[src/rtl/bb3_queue.sv]
// ----------------------------------------------------------------------------
// bb3_queue
// Two-entry queue decoupling the classifier from the filter datapath.
// ----------------------------------------------------------------------------
`timescale 1ns / 1ps

module bb3_queue #(
  parameter int unsigned DW = 8
) (
  input  logic          clk_i,
  input  logic          rst_ni,
  input  logic          push_i,
  input  logic [DW-1:0] push_data_i,
  output logic          full_o,
  input  logic          pop_i,
  output logic          valid_o,
  output logic [DW-1:0] data_o
);

  logic [DW-1:0] mem_q [2];
  logic          wr_ptr_q, rd_ptr_q;
  logic [1:0]    cnt_q;

  assign full_o  = cnt_q == 2'd2;
  assign valid_o = cnt_q != 2'd0;
  assign data_o  = mem_q[rd_ptr_q];

  always_ff @(posedge clk_i) begin
    if (push_i) begin
      mem_q[wr_ptr_q] <= push_data_i;
    end
  end

  always_ff @(posedge clk_i or negedge rst_ni) begin
    if (!rst_ni) begin
      wr_ptr_q <= 1'b0;
      rd_ptr_q <= 1'b0;
      cnt_q    <= 2'd0;
    end else begin
      if (push_i) begin
        wr_ptr_q <= !wr_ptr_q;
      end
      if (pop_i) begin
        rd_ptr_q <= !rd_ptr_q;
      end
      cnt_q <= cnt_q + 2'(push_i) - 2'(pop_i);
    end
  end

endmodule

[config.mk]
export PLATFORM = sky130hd
export DESIGN_NAME = bb3_queue
export DESIGN_NICKNAME = d
export VERILOG_FILES = /design/src/rtl/bb3_queue.sv
export SDC_FILE = /design/constraint.sdc
export NUM_CORES = 1
export LEC_CHECK = 0
export BUFFER_PORTS_ARGS = -buffer_cell sky130_fd_sc_hd__buf_2
export CAP_MARGIN = 20
export CELL_PAD_IN_SITES_DETAIL_PLACEMENT = 0
export CELL_PAD_IN_SITES_GLOBAL_PLACEMENT = 2
export CORE_AREA = 10 10 60 62
export DETAILED_ROUTE_END_ITERATION = 10
export DIE_AREA = 0 0 70 72
export PLACE_DENSITY = 0.7
export RECOVER_POWER = 25
export SKIP_CTS_REPAIR_TIMING = 1
export SLEW_MARGIN = 10
export SYNTH_ARGS = -nofsm -noshare
export SYNTH_HDL_FRONTEND = slang
export SYNTH_SLANG_ARGS = --single-unit
export TNS_END_PERCENT = 5
[constraint.sdc]
create_clock -name clk_i -period 1.74 [get_ports clk_i]
set_input_delay 0.174 -clock clk_i [delete_from_list [all_inputs] [get_ports clk_i]]
set_output_delay 0.174 -clock clk_i [all_outputs]
set_load 0.05 [all_outputs]
==> flow_summary.toml <==
[status]
outcome = "finished, final reports clean"

[die]
die_w_um = 70
ioPinCount = 22
initial_utilization_pct = 33.3
die_y_um = 72
num_rows = 18
coreArea_um2 = 2430
die_area_um2 = 5040

[cells_and_area]
fin_nets = 81
area_delta_synth_final_pct = 24.7
drive_above_1_share_pct = 51.5
antenna_cells = 0
fin_util_pct = 41.6
fill_cells = 229
fin_area_um2 = 1010

[worst_setup_path]
crit_chain = "mux2_4 -> buf_2"
critPathArrivalTime_ns = 1.39
slowest_stage = "dfrtp_2"
crit_type = "reg -> out"
required_ns = 1.57
path_buf_inv = 1
path_delay_family = "flip-flops"
end_kind = "output pin"
start_kind = "flip-flop"
max_stage_delay_ns = 0.56
critPathMaxFanout = 9

[pwr]
cellLeakagePower_nw = 0.435
ir_worst_vdd_mv = 0.699
power_density_nw_per_um2 = 1900

[global_routing]
overflow = 0
top_usage_layer = "met2"
grt_use_met2_pct = 8.26
grt_use_total_pct = 5.15
grt_pass1_wl_mm = 1.95
grt_max_degree = 13
grt_pass1_vias = 418
use_met1_pct = 4.70
use_met3_pct = 1.90
grt_antenna_before_repair = 0

[flow_run]
maxCapViolations = 0

[logic_synthesis]
synth_warnings = 0
ys_seq_elements = 20
synth_cell_types = 11
syn_area_um2 = 811
synthCells = 40
syn_nets = 54
yosysSeqAreaShare_pct = 71.6
syn_area_per_cell_um2 = 20.3

[sta]
tns_ns = 0
skew_ns = 0.00388
setup_viol = 0
hold_viol_final = 0
drv_slew = 0
period_minus_slack_ns = 1.56
tightest_slew_ns = 0.349
finalWorstSetupSlack_ns = 0.180
slew_headroom_pct = 76.7
fmax_mhz = 641
rsz0062_at_grt = "no"
fin_crit_sh_pct = 89.7

[clocking]
htree_levels = 1
clockRootBuffer = "clkbuf_4"
clockBufferDepth = 2
cts.sinks = 20
clock_latency_ns = 0.29
cts_tree = "done"
clkTransAtPathRegs_ns = 0.11
numCtsBuffers = 3

[routing]
drtPass1Iterations = 2
vias_per_cell = 4.20
drc = 0
drtIter0Drc = 16
final_antenna_net_count = 0
wire_per_inst_um = 13.0
via_count = 403
drt-total-wl_mm = 1.25

[placement]
place.gp.congestion = 0.616
io_buffers = 21
placed_area_um2 = 950
dp_slack_ns = 0.357

[hold_path]
hold_path.class = "in -> reg"
-- final cells by class --
class,instances,area [um^2],area share (%)
Clock inverter,1,30.0,2.97
Sequential cell,20,582,57.5
Timing Repair Buffer,23,120,11.9
Inverter,2,7.51,0.743
Multi-Input combinational cell,17,211,20.9
Clock buffer,3,22.5,2.23
Tap cell,30,37.5,3.71
-- cells by family after synthesis --
logic type	after synthesis	synth area share, %
xor gates and xnor gates	3	5.09
adders and majority gates	2	3.09
buffers and inverters	3	2.32
DFF	20	71.6
muxes	8	14.8
and+or+nand+nor	4	3.09
-- synth_stat cells --
cell / instances / area (um^2)
mux2_4: 8 / 120
nor2b_1: 2 / 12.5
inv_1: 2 / 7.51
buf_6: 1 / 11.3
or2_2: 1 / 6.26
dfrtp_1: 4 / 100
ha_1: 2 / 25.0
and2_1: 1 / 6.26
edfxtp_1: 16 / 480
xor2_1: 2 / 17.5
xor3_1: 1 / 23.8
-- metal layers --
metal  share of wire, %  up-vias
li1                   -      197
met1                 39      187
met2                 49       15
met3                7.8        4
met4                4.2        0
met5                  0        -
-- final timing paths --
kind / startpoint / slack, ns / depth (start not counted) / to
max: rd_ptr_q$_DFFE_PN0P_ / 0.18 / 2 / data_o[1]
min: push_data_i[7] / 0.06 / 1 / mem_q[0][7]$_DFFE_PP_
max reg2reg: cnt_q[0]$_DFF_PN0_ / 0.36 / 5 / cnt_q[1]$_DFF_PN0_
min reg2reg: wr_ptr_q$_DFFE_PN0P_ / 0.50 / 1 / wr_ptr_q$_DFFE_PN0P_
max in group asynchronous: rst_ni / 1.41 / 2 / rd_ptr_q$_DFFE_PN0P_
min in group asynchronous: rst_ni / 0.20 / 2 / rd_ptr_q$_DFFE_PN0P_
-- metrics by stage --
stage	total power [W]	hold WS (ns)	instances
after floorplan	0.00143	-0.122	40
after global placement	0.00157	-0.0123	91
after detailed placement	0.00158	-0.00959	91
after CTS	0.00194	-0.344	95
after global routing	0.00201	0.0421	96
final	0.00192	0.0610	96
-- cells in the final DEF (no fill, tap or decap), drive strengths merged --
| cell type | netlist | final |
|---|---|---|
| buf | 1 | 20 |
| edfxtp | 16 | 16 |
| mux2 | 8 | 8 |
| clkbuf | 0 | 5 |
| dfrtp | 4 | 4 |
| inv | 2 | 2 |
| nor2b | 2 | 2 |
| xor2 | 2 | 2 |
| ha | 2 | 2 |
| xor3 | 1 | 1 |
| or2 | 1 | 1 |
| and2 | 1 | 1 |
| bufinv | 0 | 1 |
| dlygate4sd3 | 0 | 1 |
-- sequential cells by signal (all words and copies together), names as in the netlist --
| signal | count |
|---|---|
| mem_q | 16 |
| cnt_q | 2 |
| rd_ptr_q | 1 |
| wr_ptr_q | 1 |
-- report_power, final --
part           leakage, nW  switching (W)  internal, W
clock network       0.0279       0.000131     0.000233
logic                0.212       0.000501     0.000301
registers            0.196      0.0000990     0.000653
Note: power is estimated with default switching activity, not from simulation.
