$ cat src/rtl/bb3_pkg.sv
// ----------------------------------------------------------------------------
// bb3_pkg
// Shared types, codes and the reciprocal table for the 3x3 box blur.
// ----------------------------------------------------------------------------
`timescale 1ns / 1ps

package bb3_pkg;

  localparam int unsigned FW_W  = 11;
  localparam int unsigned FH_W  = 13;
  localparam int unsigned CFG_W = 13;

  localparam logic [15:0] FW_RESET = 16'd640;
  localparam logic [15:0] FH_RESET = 16'd480;

  // register indexes
  localparam logic CFG_FRAME_WIDTH  = 1'b0;
  localparam logic CFG_FRAME_HEIGHT = 1'b1;

  // command codes
  localparam logic CMD_PIXEL = 1'b0;
  localparam logic CMD_DRAIN = 1'b1;

  localparam int unsigned RECIP_SHIFT = 16;

  typedef struct packed {
    logic       command;
    logic [7:0] red_in;
    logic [7:0] green_in;
    logic [7:0] blue_in;
  } pix_in_t;

  typedef struct packed {
    logic [7:0] red_out;
    logic [7:0] green_out;
    logic [7:0] blue_out;
    logic       frame_last;
  } pix_out_t;

  // classified item passed from front to back (line buffer address rides alongside)
  typedef struct packed {
    logic        started;
    logic [2:0]  row_mask;
    logic [2:0]  col_mask;
    logic        last;
    logic [23:0] pix;
  } bb3_item_t;

  // ceil(2^16 / n): exact floor division for numerators below 8192
  function automatic logic [16:0] bb3_recip(input logic [3:0] n);
    logic [16:0] m;
    case (n)
      4'd2:    m = 17'd32768;
      4'd3:    m = 17'd21846;
      4'd4:    m = 17'd16384;
      4'd5:    m = 17'd13108;
      4'd6:    m = 17'd10923;
      4'd7:    m = 17'd9363;
      4'd8:    m = 17'd8192;
      4'd9:    m = 17'd7282;
      default: m = 17'd65536;
    endcase
    return m;
  endfunction

endpackage

$ cat src/rtl/bb3_front.sv
// ----------------------------------------------------------------------------
// bb3_front
// Config registers, raster position tracking and item classification.
// ----------------------------------------------------------------------------
`timescale 1ns / 1ps

module bb3_front import bb3_pkg::*; #(
  parameter int unsigned MAX_WIDTH = 1024,
  localparam int unsigned CW = $clog2(MAX_WIDTH)
) (
  input  logic             clk_i,
  input  logic             rst_ni,
  input  logic             in_valid_i,
  output logic             in_stall_o,
  input  pix_in_t          in_data_i,
  input  logic             cfg_we_i,
  input  logic             cfg_idx_i,
  input  logic [CFG_W-1:0] cfg_data_i,
  input  logic             q_full_i,
  output logic             push_o,
  output logic [CW-1:0]    push_addr_o,
  output bb3_item_t        push_item_o
);

  logic [FW_W-1:0] fw_q;
  logic [FH_W-1:0] fh_q;
  logic [CW:0]     w_eff;
  logic [FH_W-1:0] h_eff;

  logic [CW-1:0]   in_col_q, out_col_q;
  logic [FH_W:0]   in_row_q;
  logic [FH_W-1:0] out_row_q;

  logic            accept, done, started, last, wrap, owrap;
  logic [CW:0]     col_inc, ocol_inc;

  always_comb begin
    if (fw_q == '0) begin
      w_eff = (CW+1)'(1);
    end else if (32'(fw_q) > 32'(MAX_WIDTH)) begin
      w_eff = (CW+1)'(MAX_WIDTH);
    end else begin
      w_eff = (CW+1)'(fw_q);
    end
    h_eff = (fh_q == '0) ? FH_W'(1) : fh_q;
  end

  assign in_stall_o = q_full_i;
  assign accept     = in_valid_i && !in_stall_o;
  assign done       = in_row_q >= (FH_W+1)'(h_eff);
  // once the frame's pixels are in, every item (pixel or not) is a flush step
  assign push_o     = accept && (done || in_data_i.command == CMD_PIXEL);

  assign col_inc  = {1'b0, in_col_q} + (CW+1)'(1);
  assign wrap     = col_inc >= w_eff;
  assign ocol_inc = {1'b0, out_col_q} + (CW+1)'(1);
  assign owrap    = ocol_inc >= w_eff;
  assign started  = (in_row_q > (FH_W+1)'(1)) ||
                    (in_row_q == (FH_W+1)'(1) && in_col_q != '0);
  assign last     = (out_row_q == h_eff - FH_W'(1)) &&
                    ({1'b0, out_col_q} == w_eff - (CW+1)'(1));

  always_comb begin
    push_addr_o          = in_col_q;
    push_item_o.started  = started;
    push_item_o.last     = last;
    push_item_o.row_mask = {({1'b0, out_row_q} + (FH_W+1)'(1)) < (FH_W+1)'(h_eff),
                            out_row_q < h_eff,
                            out_row_q != '0};
    push_item_o.col_mask = {ocol_inc < w_eff,
                            {1'b0, out_col_q} < w_eff,
                            out_col_q != '0};
    push_item_o.pix      = done ? 24'd0
                                : {in_data_i.red_in, in_data_i.green_in, in_data_i.blue_in};
  end

  always_ff @(posedge clk_i or negedge rst_ni) begin
    if (!rst_ni) begin
      fw_q      <= FW_W'(FW_RESET);
      fh_q      <= FH_W'(FH_RESET);
      in_col_q  <= '0;
      in_row_q  <= '0;
      out_col_q <= '0;
      out_row_q <= '0;
    end else if (cfg_we_i) begin
      case (cfg_idx_i)
        CFG_FRAME_WIDTH:  fw_q <= cfg_data_i[FW_W-1:0];
        CFG_FRAME_HEIGHT: fh_q <= cfg_data_i[FH_W-1:0];
        default: ;
      endcase
      in_col_q  <= '0;
      in_row_q  <= '0;
      out_col_q <= '0;
      out_row_q <= '0;
    end else if (push_o) begin
      if (started && last) begin
        in_col_q  <= '0;
        in_row_q  <= '0;
        out_col_q <= '0;
        out_row_q <= '0;
      end else begin
        if (wrap) begin
          in_col_q <= '0;
          in_row_q <= in_row_q + (FH_W+1)'(1);
        end else begin
          in_col_q <= col_inc[CW-1:0];
        end
        if (started) begin
          if (owrap) begin
            out_col_q <= '0;
            out_row_q <= out_row_q + FH_W'(1);
          end else begin
            out_col_q <= ocol_inc[CW-1:0];
          end
        end
      end
    end
  end

endmodule

$ cat config.mk
export PLATFORM = sky130hd
export DESIGN_NAME = bb3_front
export DESIGN_NICKNAME = d
export VERILOG_FILES = /design/src/rtl/bb3_pkg.sv /design/src/rtl/bb3_front.sv
export SDC_FILE = /design/constraint.sdc
export NUM_CORES = 1
export LEC_CHECK = 0
export BUFFER_PORTS_ARGS = -buffer_cell sky130_fd_sc_hd__buf_4
export CAP_MARGIN = 20
export CORE_UTILIZATION = 54
export DETAILED_ROUTE_END_ITERATION = 8
export PLACE_DENSITY = 0.74
export SYNTH_ARGS = -nofsm -noshare
export SYNTH_HDL_FRONTEND = slang
export SYNTH_SLANG_ARGS = --single-unit
$ cat constraint.sdc
create_clock -name clk_i -period 4.6 [get_ports clk_i]
set_clock_uncertainty 0.1 [all_clocks]
set_input_delay 0 -clock clk_i [delete_from_list [all_inputs] [get_ports clk_i]]
set_output_delay 0 -clock clk_i [all_outputs]
set_load 0.02 [all_outputs]
==> results.json <==
{
  "run_status": "finished clean",
  "cts_max_level": 3,
  "fp.dieW_um": 115,
  "final_cell_mix": "buf_4, ha_1, nor2_1",
  "cts-buffers-inserted": 9,
  "seq_power_share": 0.338,
  "relSlewSlack": 0.374,
  "finalSetupViolCount": 0,
  "num-nets-final": 1046,
  "cts_tree": "built",
  "ant_nets": 0,
  "die_area_um2": 13300,
  "p_total_mw": 2.30,
  "via_per_inst": 6.07,
  "clk_path_buf_depth": 2,
  "placed_area_um2": 7820,
  "cp.required_ps": 4720,
  "stdcell_area_um2": 8280,
  "ios": 88,
  "power_frac_clock": 0.286,
  "async_flop_share": 1.00,
  "crit_path_start": "fh_q[4]",
  "overflow": 0,
  "yosysWarnings": 0,
  "synth_area_um2": 6950,
  "root_buffer": "clkbuf_16",
  "startpoint_type": "flip-flop",
  "worstReg2RegStart": "fh_q[4]",
  "setup-tns-final_ps": 0,
  "combPwrFrac": 0.376,
  "final_common_cell": "buf_4",
  "p_per_area_nw_per_um2": 278,
  "synth_cell_types": 70,
  "die_y_um": 115,
  "timing.final.crit_share": 0.951,
  "drive_gt1_frac": 0.196,
  "worstHoldStart": "cfg_idx_i",
  "fin_crit_ps": 4370,
  "grt_pass1_vias": 6126,
  "grt_max_degree": 72,
  "routed_wl_mm": 19.1,
  "synth_edf_count": 0,
  "max_cap_violations": 0,
  "io_buffers": 87,
  "internal-power_mw": 1.45,
  "area_growth_pct": 19.1,
  "ys_seq_elements": 71,
  "synth_nets": 956,
  "grt_first_pass_wirelength_mm": 30.6,
  "dp_hpwl_mm": 14.2,
  "worstMarginPinSlew_ps": 939,
  "initial_core_util": 0.553,
  "yosysSeqAreaShare": 0.257,
  "drt_iter0_drc": 501,
  "clk_pin_slew_ps": 60,
  "diodes": 0,
  "core_um2": 12600,
  "synthFlopType": "dfrtp_1",
  "wire_per_inst_um": 17.4,
  "grt_busiest_layer": "met2",
  "fill_cells": 1033,
  "cts_num_sinks": 71,
  "hold_viol": 0,
  "p_sw_uw": 855,
  "fmax_mhz": 229,
  "hold_slack_ps": 54.7,
  "gr-usage-met1": 0.389,
  "end_kind": "flip-flop",
  "gr-usage-met3": 0.0377,
  "arrival_ps": 4490,
  "crit_path_max_fanout": 8,
  "grt_util_met2": 0.488,
  "drv_slew": 0,
  "peakVddDrop_mv": 0.164,
  "p_sw_frac": 0.372,
  "drc": 0,
  "drt-pass1-iter-count": 7,
  "hp-class": "in2reg",
  "worstSetupPathType": "reg2reg",
  "syn_area_per_cell_um2": 8.38,
  "p_leak_nw": 3.94,
  "synthCells": 830,
  "clk-insertion-delay-late_ps": 340,
  "num_vias": 6655,
  "place.gp.congestion": 0.920,
  "num_rows": 41,
  "antenna_found_initial": 0,
  "grt_usage": 0.294
}
worst max-delay path: stages, from the launching register on:
cell	delay, ps
dfrtp_1	390
nor4_2	320
nand4_1	220
o41ai_2	300
inv_1	90
ha_1	230
nor3b_2	170
a21o_1	190
a2111oi_0	400
nand4_1	130
or4_1	550
o41a_1	500
a21o_1	290
a221o_1	380
power by group through the flow:
stage | Sequential [mW] | Clock, mW | Combinational [mW]
after floorplan | 0.748 | 0 | 0.572
after global placement | 0.776 | 0 | 0.801
after detailed placement | 0.782 | 0 | 0.829
after CTS | 0.771 | 0.663 | 0.852
after global routing | 0.785 | 0.689 | 0.950
final | 0.777 | 0.658 | 0.865
cells in the mapped netlist, types with 18 or more instances:
| cell | number | share of area |
|---|---|---|
| nor2_1 | 80 | 0.043 |
| mux2_2 | 28 | 0.045 |
| inv_1 | 44 | 0.024 |
| dfrtp_1 | 65 | 0.23 |
| o21ai_0 | 37 | 0.027 |
| ha_1 | 82 | 0.15 |
| nand2_1 | 54 | 0.029 |
| a21oi_1 | 27 | 0.019 |
| nand3_1 | 31 | 0.022 |
| and2_1 | 27 | 0.024 |
| clkbuf_1 | 30 | 0.016 |
| nor2b_1 | 18 | 0.016 |
| xnor2_1 | 34 | 0.043 |
| nor3_1 | 18 | 0.013 |
final timing paths:
kind / to / slack (ps) / depth (start not counted)
setup / recovery: out_row_q[5] / 230 / 13
max in group asynchronous: out_row_q[2] / 3550 / 2
setup reg to reg: out_row_q[5] / 230 / 13
min in group asynchronous: out_col_q[7] / 250 / 2
hold reg to reg: fh_q[0] / 470 / 1
hold / removal: fw_q[10] / 50 / 4
state kept, by name, indices dropped and copies added (netlist names):
register,flops
out_row_q,13
in_row_q,14
fh_q,13
fw_q,11
out_col_q,10
push_addr_o,10
kinds of logic after synthesis:
family / count (synthesis) / share of synthesized area
AOI/OAI and AO/OA: 175 / 0.173
xor gates and xnor gates: 51 / 0.0643
adders and majority gates: 82 / 0.148
buffers and inverters: 89 / 0.0517
DFF: 71 / 0.257
muxes: 33 / 0.0526
and+or+nand+nor: 329 / 0.255
metal layers:
| metal | part of all wire | wire, um | vias up |
|---|---|---|---|
| met4 | 0.032 | 612 | 0 |
| met2 | 0.47 | 9030 | 278 |
| met1 | 0.44 | 8350 | 3144 |
| met3 | 0.059 | 1130 | 51 |
| li1 | - | - | 3182 |
| met5 | 0 | 0 | - |
stage by stage:
step | setup slack [ps] | utilization | instances
after global routing | -7.95 | 0.659 | 1097
after CTS | 30.8 | 0.655 | 1096
after floorplan | 25.0 | - | 830
final | 228 | 0.659 | 1097
after global placement | 218 | 0.622 | 1066
after detailed placement | 86.5 | 0.622 | 1066
what timing repair did:
action	in CTS	in global routing
endpoints found under the hold margin	89	0
hold buffers	14	0
buffers inserted	0	1
endpoints found under the setup margin	0	40
gates resized for setup	0	8
cell type report:
type | instances | area (um2) | share of cell area
timing repair buffer | 124 | 978 | 0.118
sequential | 71 | 1780 | 0.216
inverter | 44 | 165 | 0.0200
clock buffer | 13 | 250 | 0.0302
tap | 172 | 215 | 0.0260
multi-input combinational | 670 | 4860 | 0.588
clock inverter | 3 | 18.8 | 0.00227
No activity file was read; power rests on OpenSTA's default activity.
